## src/rtl/core/rrss_pkg.sv

```systemverilog
// Shared types, codes and widths of the round-robin slice scheduler.
package rrss_pkg;

  localparam int MAX_PROCS_DEF = 16;

  localparam int MODE_W     = 2;
  localparam int KIND_W     = 2;
  localparam int BURST_W    = 16;
  localparam int TIME_W     = 21;
  localparam int TOTAL_W    = 24;
  localparam int OUT_TIME_W = 20;
  localparam int PNUM_W     = 5;

  localparam logic [BURST_W-1:0] SLICE_RST = 16'd4;

  typedef enum logic [MODE_W-1:0] {
    MODE_CLEAR = 2'd0,
    MODE_LOAD  = 2'd1,
    MODE_STEP  = 2'd2
  } mode_t;

  typedef enum logic [KIND_W-1:0] {
    KIND_OK   = 2'd0,
    KIND_RUN  = 2'd1,
    KIND_DONE = 2'd2,
    KIND_FULL = 2'd3
  } kind_t;

  typedef enum logic [2:0] {
    ST_IDLE,
    ST_SCAN,
    ST_CALC,
    ST_WB,
    ST_OUT
  } state_t;

  // One row of the process table.
  typedef struct packed {
    logic [BURST_W-1:0] burst;
    logic [TIME_W-1:0]  wait_acc;
    logic [TIME_W-1:0]  last_end;
  } entry_t;

  // One result beat.
  typedef struct packed {
    kind_t                 kind;
    logic [PNUM_W-1:0]     pnum;
    logic [OUT_TIME_W-1:0] slice_start;
    logic [OUT_TIME_W-1:0] slice_end;
    logic                  finished;
    logic [OUT_TIME_W-1:0] waiting;
    logic [TOTAL_W-1:0]    total;
  } result_t;

endpackage

```

## src/rtl/core/rrss_table.sv

```systemverilog
// Process table memory: one write port, one read port with registered data.
module rrss_table #(
  parameter int DEPTH = rrss_pkg::MAX_PROCS_DEF,
  parameter int IDX_W = 4
) (
  input  logic                  clk,
  input  logic                  we,
  input  logic [IDX_W-1:0]      waddr,
  input  rrss_pkg::entry_t      wdata,
  input  logic                  re,
  input  logic [IDX_W-1:0]      raddr,
  output rrss_pkg::entry_t      rdata
);

  rrss_pkg::entry_t mem [DEPTH];
  rrss_pkg::entry_t rdata_r;

  always_ff @(posedge clk) begin
    if (we) begin
      mem[waddr] <= wdata;
    end
  end

  always_ff @(posedge clk) begin
    if (re) begin
      rdata_r <= mem[raddr];
    end
  end

  assign rdata = rdata_r;

endmodule

```

## src/rtl/core/rrss_ctrl.sv

```systemverilog
// Sequencer: decodes items, scans the table, updates the served entry.
module rrss_ctrl #(
  parameter int MAX_PROCS = rrss_pkg::MAX_PROCS_DEF,
  parameter int IDX_W     = 4
) (
  input  logic                          clk,
  input  logic                          rst_n,
  input  logic                          in_valid,
  input  logic [rrss_pkg::MODE_W-1:0]   in_mode,
  input  logic [rrss_pkg::BURST_W-1:0]  in_burst,
  output logic                          busy,
  input  logic [rrss_pkg::BURST_W-1:0]  time_slice,
  output logic                          mem_we,
  output logic [IDX_W-1:0]              mem_waddr,
  output rrss_pkg::entry_t              mem_wdata,
  output logic                          mem_re,
  output logic [IDX_W-1:0]              mem_raddr,
  input  rrss_pkg::entry_t              mem_rdata,
  output logic                          res_valid,
  output rrss_pkg::result_t             res,
  input  logic                          res_take
);

  localparam int CNT_W = $clog2(MAX_PROCS + 1);
  localparam logic [CNT_W-1:0] CNT_MAX = CNT_W'(MAX_PROCS);

  rrss_pkg::state_t                   state_r, state_nxt;
  logic [CNT_W-1:0]                   cnt_r, cnt_nxt;
  logic [IDX_W-1:0]                   scan_r, scan_nxt;
  logic                               prev_vld_r, prev_vld_nxt;
  logic [IDX_W-1:0]                   prev_idx_r, prev_idx_nxt;
  logic [rrss_pkg::TIME_W-1:0]        clock_r, clock_nxt;
  logic [rrss_pkg::TOTAL_W-1:0]       total_r, total_nxt;
  logic [IDX_W-1:0]                   chk_idx_r, chk_idx_nxt;
  logic [CNT_W-1:0]                   chk_left_r, chk_left_nxt;
  rrss_pkg::entry_t                   ent_r, ent_nxt;
  logic [rrss_pkg::BURST_W-1:0]       run_r, run_nxt;
  logic [rrss_pkg::TIME_W-1:0]        inc_r, inc_nxt;
  rrss_pkg::result_t                  res_r, res_nxt;

  logic [CNT_W-1:0]                   cnt_inc;
  logic [CNT_W-1:0]                   idx_inc;
  logic [IDX_W-1:0]                   idx_wrap;
  logic [rrss_pkg::TIME_W-1:0]        clock_sum;
  logic [rrss_pkg::BURST_W-1:0]       burst_left;
  logic                               first_serve;
  logic [rrss_pkg::TIME_W-1:0]        wait_sum;
  logic [rrss_pkg::TOTAL_W-1:0]       total_sum;
  rrss_pkg::result_t                  res_done;

  always_comb begin
    cnt_inc     = cnt_r + CNT_W'(1);
    idx_inc     = CNT_W'(chk_idx_r) + CNT_W'(1);
    idx_wrap    = (idx_inc == cnt_r) ? '0 : IDX_W'(idx_inc);
    clock_sum   = clock_r + rrss_pkg::TIME_W'(run_r);
    burst_left  = ent_r.burst - run_r;
    first_serve = !(prev_vld_r && (prev_idx_r == chk_idx_r));
    wait_sum    = ent_r.wait_acc + inc_r;
    total_sum   = total_r + rrss_pkg::TOTAL_W'(inc_r);

    // nothing left to run: clock shown as both start and end
    res_done             = '0;
    res_done.kind        = rrss_pkg::KIND_DONE;
    res_done.slice_start = clock_r[rrss_pkg::OUT_TIME_W-1:0];
    res_done.slice_end   = clock_r[rrss_pkg::OUT_TIME_W-1:0];
    res_done.total       = total_r;

    state_nxt    = state_r;
    cnt_nxt      = cnt_r;
    scan_nxt     = scan_r;
    prev_vld_nxt = prev_vld_r;
    prev_idx_nxt = prev_idx_r;
    clock_nxt    = clock_r;
    total_nxt    = total_r;
    chk_idx_nxt  = chk_idx_r;
    chk_left_nxt = chk_left_r;
    ent_nxt      = ent_r;
    run_nxt      = run_r;
    inc_nxt      = inc_r;
    res_nxt      = res_r;

    mem_we             = 1'b0;
    mem_waddr          = IDX_W'(cnt_r);
    mem_wdata.burst    = in_burst;
    mem_wdata.wait_acc = '0;
    mem_wdata.last_end = '0;
    mem_re             = 1'b0;
    mem_raddr          = scan_r;

    unique case (state_r)
      rrss_pkg::ST_IDLE: begin
        if (in_valid) begin
          state_nxt = rrss_pkg::ST_OUT;
          unique case (rrss_pkg::mode_t'(in_mode))
            rrss_pkg::MODE_CLEAR: begin
              cnt_nxt      = '0;
              scan_nxt     = '0;
              prev_vld_nxt = 1'b0;
              clock_nxt    = '0;
              total_nxt    = '0;
              res_nxt      = '0;
            end
            rrss_pkg::MODE_LOAD: begin
              res_nxt       = '0;
              res_nxt.total = total_r;
              if (cnt_r == CNT_MAX) begin
                res_nxt.kind = rrss_pkg::KIND_FULL;
              end else begin
                mem_we       = 1'b1;
                cnt_nxt      = cnt_inc;
                res_nxt.kind = rrss_pkg::KIND_OK;
                res_nxt.pnum = rrss_pkg::PNUM_W'(cnt_inc);
              end
            end
            rrss_pkg::MODE_STEP: begin
              if (cnt_r == '0) begin
                res_nxt = res_done;
              end else begin
                mem_re       = 1'b1;
                mem_raddr    = scan_r;
                chk_idx_nxt  = scan_r;
                chk_left_nxt = cnt_r;
                state_nxt    = rrss_pkg::ST_SCAN;
              end
            end
            default: begin
              res_nxt = res_done;
            end
          endcase
        end
      end
      rrss_pkg::ST_SCAN: begin
        // one entry checked per cycle; next read goes out as soon as this one is empty
        if (mem_rdata.burst != '0) begin
          ent_nxt   = mem_rdata;
          state_nxt = rrss_pkg::ST_CALC;
        end else if (chk_left_r == CNT_W'(1)) begin
          res_nxt   = res_done;
          state_nxt = rrss_pkg::ST_OUT;
        end else begin
          chk_idx_nxt  = idx_wrap;
          chk_left_nxt = chk_left_r - CNT_W'(1);
          mem_re       = 1'b1;
          mem_raddr    = idx_wrap;
        end
      end
      rrss_pkg::ST_CALC: begin
        run_nxt   = (ent_r.burst < time_slice) ? ent_r.burst : time_slice;
        // end - last_end - run equals start - last_end
        inc_nxt   = clock_r - ent_r.last_end;
        state_nxt = rrss_pkg::ST_WB;
      end
      rrss_pkg::ST_WB: begin
        mem_we             = 1'b1;
        mem_waddr          = chk_idx_r;
        mem_wdata.burst    = burst_left;
        mem_wdata.wait_acc = first_serve ? wait_sum : ent_r.wait_acc;
        mem_wdata.last_end = first_serve ? clock_sum : ent_r.last_end;
        if (first_serve) begin
          total_nxt = total_sum;
        end
        prev_vld_nxt = 1'b1;
        prev_idx_nxt = chk_idx_r;
        clock_nxt    = clock_sum;
        scan_nxt     = idx_wrap;

        res_nxt.kind        = rrss_pkg::KIND_RUN;
        res_nxt.pnum        = rrss_pkg::PNUM_W'(idx_inc);
        res_nxt.slice_start = clock_r[rrss_pkg::OUT_TIME_W-1:0];
        res_nxt.slice_end   = clock_sum[rrss_pkg::OUT_TIME_W-1:0];
        res_nxt.finished    = (burst_left == '0);
        res_nxt.waiting     = first_serve ? wait_sum[rrss_pkg::OUT_TIME_W-1:0]
                                          : ent_r.wait_acc[rrss_pkg::OUT_TIME_W-1:0];
        res_nxt.total       = first_serve ? total_sum : total_r;
        state_nxt           = rrss_pkg::ST_OUT;
      end
      rrss_pkg::ST_OUT: begin
        if (res_take) begin
          state_nxt = rrss_pkg::ST_IDLE;
        end
      end
      default: begin
        state_nxt = rrss_pkg::ST_IDLE;
      end
    endcase
  end

  always_ff @(posedge clk) begin
    if (!rst_n) begin
      state_r    <= rrss_pkg::ST_IDLE;
      cnt_r      <= '0;
      scan_r     <= '0;
      prev_vld_r <= 1'b0;
      prev_idx_r <= '0;
      clock_r    <= '0;
      total_r    <= '0;
    end else begin
      state_r    <= state_nxt;
      cnt_r      <= cnt_nxt;
      scan_r     <= scan_nxt;
      prev_vld_r <= prev_vld_nxt;
      prev_idx_r <= prev_idx_nxt;
      clock_r    <= clock_nxt;
      total_r    <= total_nxt;
    end
  end

  always_ff @(posedge clk) begin
    chk_idx_r  <= chk_idx_nxt;
    chk_left_r <= chk_left_nxt;
    ent_r      <= ent_nxt;
    run_r      <= run_nxt;
    inc_r      <= inc_nxt;
    res_r      <= res_nxt;
  end

  assign busy      = (state_r != rrss_pkg::ST_IDLE);
  assign res_valid = (state_r == rrss_pkg::ST_OUT);
  assign res       = res_r;

endmodule

```

## src/rtl/core/round_robin_slice_scheduler_unit.sv

```systemverilog
// Top level of the round-robin slice scheduler: config register, output stage, sequencer.
//
// Usage: each input beat (in_valid/in_stall) carries a mode: clear the table, load one
// process burst, or run the next time slice. Every input beat yields exactly one result
// beat on out_valid/out_stall. cfg_we writes time_slice at any edge while the block is
// idle; it holds until rewritten.
// Clear, load and the unused mode go from idle to the output state. A step
// examines from one up to the process count of table entries (at most MAX_PROCS); if it
// serves a process, ST_CALC then computes the run length and ST_WB writes back. A step
// on an empty table reports done without a scan. The scan reads one memory entry per
// cycle through the table's single read port.
// Items are handled one at a time; in_stall stays high from acceptance until the
// result moves into the output register.
// The output register frees the sequencer: a new item is taken while the previous
// result still waits on a stalled receiver. Out payload holds while out_stall is high.
// Reset (rst_n low, synchronous) empties the table, zeros the clock and the total wait,
// sets time_slice to 4 and drops any pending result. The table memory is not cleared:
// a load writes each row before it can be read.
module round_robin_slice_scheduler_unit #(
  parameter int MAX_PROCS = rrss_pkg::MAX_PROCS_DEF
) (
  input  logic                              clk,
  input  logic                              rst_n,
  input  logic                              in_valid,
  output logic                              in_stall,
  input  logic [rrss_pkg::MODE_W-1:0]       in_mode,
  input  logic [rrss_pkg::BURST_W-1:0]      in_burst_time,
  output logic                              out_valid,
  input  logic                              out_stall,
  output logic [rrss_pkg::KIND_W-1:0]       out_kind,
  output logic [rrss_pkg::PNUM_W-1:0]       out_process_number,
  output logic [rrss_pkg::OUT_TIME_W-1:0]   out_slice_start,
  output logic [rrss_pkg::OUT_TIME_W-1:0]   out_slice_end,
  output logic                              out_finished,
  output logic [rrss_pkg::OUT_TIME_W-1:0]   out_waiting_time,
  output logic [rrss_pkg::TOTAL_W-1:0]      out_total_waiting,
  input  logic                              cfg_we,
  input  logic [rrss_pkg::BURST_W-1:0]      cfg_wdata
);

  localparam int IDX_W = (MAX_PROCS > 1) ? $clog2(MAX_PROCS) : 1;

  logic [rrss_pkg::BURST_W-1:0] slice_r, slice_nxt;
  logic                         out_vld_r, out_vld_nxt;
  rrss_pkg::result_t            out_res_r, out_res_nxt;

  logic                         busy;
  logic                         mem_we;
  logic [IDX_W-1:0]             mem_waddr;
  rrss_pkg::entry_t             mem_wdata;
  logic                         mem_re;
  logic [IDX_W-1:0]             mem_raddr;
  rrss_pkg::entry_t             mem_rdata;
  logic                         res_valid;
  rrss_pkg::result_t            res;
  logic                         res_take;

  rrss_table #(
    .DEPTH (MAX_PROCS),
    .IDX_W (IDX_W)
  ) u_table (
    .clk   (clk),
    .we    (mem_we),
    .waddr (mem_waddr),
    .wdata (mem_wdata),
    .re    (mem_re),
    .raddr (mem_raddr),
    .rdata (mem_rdata)
  );

  rrss_ctrl #(
    .MAX_PROCS (MAX_PROCS),
    .IDX_W     (IDX_W)
  ) u_ctrl (
    .clk        (clk),
    .rst_n      (rst_n),
    .in_valid   (in_valid),
    .in_mode    (in_mode),
    .in_burst   (in_burst_time),
    .busy       (busy),
    .time_slice (slice_r),
    .mem_we     (mem_we),
    .mem_waddr  (mem_waddr),
    .mem_wdata  (mem_wdata),
    .mem_re     (mem_re),
    .mem_raddr  (mem_raddr),
    .mem_rdata  (mem_rdata),
    .res_valid  (res_valid),
    .res        (res),
    .res_take   (res_take)
  );

  // The output register takes a new result when empty or when its beat leaves now.
  assign res_take = !out_vld_r || !out_stall;

  always_comb begin
    slice_nxt   = cfg_we ? cfg_wdata : slice_r;
    out_vld_nxt = out_vld_r;
    out_res_nxt = out_res_r;
    if (res_take) begin
      out_vld_nxt = res_valid;
      if (res_valid) begin
        out_res_nxt = res;
      end
    end
  end

  always_ff @(posedge clk) begin
    if (!rst_n) begin
      slice_r   <= rrss_pkg::SLICE_RST;
      out_vld_r <= 1'b0;
    end else begin
      slice_r   <= slice_nxt;
      out_vld_r <= out_vld_nxt;
    end
  end

  // payload only; qualified by out_vld_r
  always_ff @(posedge clk) begin
    out_res_r <= out_res_nxt;
  end

  assign in_stall           = busy;
  assign out_valid          = out_vld_r;
  assign out_kind           = out_res_r.kind;
  assign out_process_number = out_res_r.pnum;
  assign out_slice_start    = out_res_r.slice_start;
  assign out_slice_end      = out_res_r.slice_end;
  assign out_finished       = out_res_r.finished;
  assign out_waiting_time   = out_res_r.waiting;
  assign out_total_waiting  = out_res_r.total;

  // An accepted item always occupies the sequencer for at least the next cycle.
  a_accept_then_busy: assert property (@(posedge clk) disable iff (!rst_n)
    in_valid && !in_stall |=> in_stall)
    else $error("sequencer free right after accepting an item");

  // No new item while a finished result waits inside the sequencer.
  a_pending_blocks_input: assert property (@(posedge clk) disable iff (!rst_n)
    res_valid |-> in_stall)
    else $error("input open while a result is pending");

  // A done report shows the current clock as both start and end and no finish.
  a_done_fields: assert property (@(posedge clk) disable iff (!rst_n)
    out_valid && (out_kind == rrss_pkg::KIND_DONE) |->
      (out_slice_start == out_slice_end) && !out_finished)
    else $error("inconsistent done result");

  // A served slice names a process whenever MAX_PROCS is below 32.
  a_run_has_process: assert property (@(posedge clk) disable iff (!rst_n)
    out_valid && (out_kind == rrss_pkg::KIND_RUN) && (MAX_PROCS < 32) |->
      (out_process_number != '0))
    else $error("slice result without a process number");

endmodule

```

## config.mk

```make
export PLATFORM = sky130hd
export DESIGN_NAME = round_robin_slice_scheduler_unit
export DESIGN_NICKNAME = d
export VERILOG_FILES = /design/src/rtl/core/rrss_pkg.sv /design/src/rtl/core/rrss_table.sv /design/src/rtl/core/rrss_ctrl.sv /design/src/rtl/core/round_robin_slice_scheduler_unit.sv
export SDC_FILE = /design/constraint.sdc
export NUM_CORES = 2
export LEC_CHECK = 0
export BUFFER_PORTS_ARGS = -buffer_cell sky130_fd_sc_hd__buf_4
export CELL_PAD_IN_SITES_DETAIL_PLACEMENT = 1
export CELL_PAD_IN_SITES_GLOBAL_PLACEMENT = 1
export CORE_ASPECT_RATIO = 0.8
export CORE_MARGIN = 2
export CORE_UTILIZATION = 35
export CTS_CLUSTER_SIZE = 30
export DETAILED_ROUTE_END_ITERATION = 7
export PLACE_DENSITY_LB_ADDON = 0.08
export SETUP_SLACK_MARGIN = 0.15
export SLEW_MARGIN = 20
export SYNTH_ARGS = -nofsm -noshare
export SYNTH_HDL_FRONTEND = slang
export SYNTH_HIERARCHICAL = 1
export SYNTH_SLANG_ARGS = --single-unit
```

## constraint.sdc

```tcl
create_clock -name clk -period 6.9 [get_ports clk]
set_input_delay 1.38 -clock clk [delete_from_list [all_inputs] [get_ports clk]]
set_output_delay 1.38 -clock clk [all_outputs]
set_load 0.1 [all_outputs]
```

==> metrics <==
total wire length=160000 µm; Cell Chain, Critical Path=nor4_1, nand4_1, or3_1, o31ai_4, buf_8, buf_12, mux4_2, a22oi_1, nand2_1; CTS clk-pin slew, worst paths=0.06 ns; Cells after Synth=3178; Slew HR=0.221; Comb pwr share=0.027; Rows=129; crit end category=register; Post-Syn Area=0.0546 mm²; flop2flop setup slack=2.13 ns; fin crit period=4.77 ns; # IOs=133; P_sw=3.63 mW; Mapped Nets=3334; post-CTS setup buffers=0; die span in x=446 µm; Via density=5.42; post-layout worst setup margin=2.13 ns; # resized after CTS=0; CTS Buf Count=144; Fin Hold WS=0.410 ns; Clock Sinks=1335; drt first pass iters=5; P_int=13.5 mW; hold-fix buffers at CTS=0; sw frac=0.213; Worst VDD drop=0.000206 V; largest net degree at the start of global routing=73; power density cells=269 mW/mm²; wire length of the first global-routing pass=230000 µm; H-tree Lvls=4; final core occ=0.410; Placed Area=0.0587 mm²; max incr delay on CP=0.76 ns; Die Height=357 µm; Max Clock Freq=209 MHz; core box area=0.155 mm²; final net count=3552; Placement Setup Slack=1.95 ns; TritonCTS clock tree=built; hold crit path type=register to register; clk_lat worst skew=0.78 ns; LEAKAGE=19.9 nW; detailed placement HPWL=94400 µm; vias in the first global route=31700; initial antenna violation count=6; Max clock buf depth=3; final critical-path share of the clock period=0.692; Worst path slowest cell=or3_1; status=complete, no violations; port bufs=132; fill cell count=15000; setup tns final=0 ns; CP Max Fanout=53; RSZ-0062 raised after global routing=no; CP required=7.41 ns; share of layout cells above drive strength 1=0.210; clock network fraction of design power=0.452; initial detailed-routing violation count=2523; full die area=0.159 mm²; Final Slew Violations=0; Avg Inst Size Synth=17.2 µm²; Least-Margin Pin Slew=1.17 ns; initial core utilization=0.353; DRC=0; Area Growth Syn to Fin=16.2%; Final Hold Fails=0; finished layout cell area=0.0635 mm²; GRT Total Usage=0.202; maxcap violations=0; total number of vias=30100; synth warn=6; sequential group share of total power=0.520; placer congestion estimate=0.828; wire length per cell=28.9 µm; global route total overflow=0; ANT nets after route=0; Crit Path Class=register to register; Final Setup Violations=0; Startpoint Class=register; skew final=0.0341 ns; CTS Root Cell=clkbuf_16; critical path arrival=5.28 ns
[worst paths after layout]
kind                      from                   to  depth (start not counted)
max          u_table/rdata[44]    u_table/rdata[35]                          9
min             u_ctrl/res[24]  out_waiting_time[0]                          0
max reg2reg  u_table/rdata[44]    u_table/rdata[35]                          9
min reg2reg     u_ctrl/res[24]  out_waiting_time[0]                          0
[layout make-up]
class | instances | area [µm²] | share of cell area
Antenna cell | 5 | 12.5 | 0.000197
Clock inverter | 75 | 792 | 0.0125
Clock buffer | 181 | 3890 | 0.0613
Timing Repair Buffer | 215 | 1930 | 0.0305
Multi-Input combinational cell | 1616 | 14700 | 0.231
Sequential cell | 1335 | 39300 | 0.619
Tap cell | 2030 | 2540 | 0.0400
Inverter | 84 | 315 | 0.00497
[through the flow]
stage | power, mW | instances
after floorplan | 9.39 | 3178
after global placement | 9.54 | 5278
after detailed placement | 9.55 | 5279
after CTS | 17.3 | 5535
after global routing | 17.6 | 5537
final | 17.1 | 5541
[cells in the final DEF, fill, tap and decap left out, types with 9 or more instances in the layout]
master and count:
o211ai_1 20, nor3_1 22, a211oi_1 13, nor2_1 71, xor2_1 22, o31ai_1 10, inv_1 84, a31oi_1 9
o21ai_0 82, xnor2_1 64, or3_1 17, nand2b_1 13, a22oi_1 123, or2_2 9, clkinv_2 14, a21oi_1 103
and3_1 11, and2_1 15, edfxtp_1 1256, a21boi_0 24, nor2_4 14, o21a_1 35, buf_12 25, clkbuf_1 28
mux2i_1 24, a21oi_2 18, clkinv_1 30, clkbuf_16 149, mux2_2 19, bufinv_16 13, dfxtp_1 79, ha_1 112
nor2b_1 54, a21o_1 22, a22o_1 18, nand2_1 280, buf_4 189, mux4_2 228, nand3_1 31
[power groups by stage]
stage | clock (mW) | combinational [mW] | sequential (mW)
floorplan | 0 | 0.134 | 9.26
global placement | 0 | 0.468 | 9.07
detailed placement | 0 | 0.475 | 9.07
CTS | 7.96 | 0.476 | 8.90
finish | 7.73 | 0.470 | 8.90
global route | 8.25 | 0.496 | 8.90
[state kept, by name, summed over array words and instances, names as in the netlist, 21 cells and up]
signal and count:
u_table/mem 912, u_ctrl/res 92, u_ctrl/ent_r 57, u_table/rdata 57, out_total_waiting 24, u_ctrl/total_r 24, u_ctrl/clock_r 21, u_ctrl/inc_r 21
[layer usage]
layer | GRT usage | vias up | wire [µm]
met2 | 0.323 | 756 | 75300
met3 | 0.0389 | 202 | 8640
met4 | 0.0521 | 2 | 3330
li1 | - | 13100 | -
met1 | 0.284 | 16000 | 72700
met5 | 0 | - | 7
[worst max-delay path, delay by kind of cell (launching register included)]
family | cells | cell delay, ns
muxes | 1 | 0.57
buffers and inverters | 2 | 0.64
DFF | 1 | 0.38
and+or+nand+nor | 4 | 1.97
AOI/OAI and AO/OA | 2 | 0.86
Note: power is estimated with default switching activity, not from simulation.
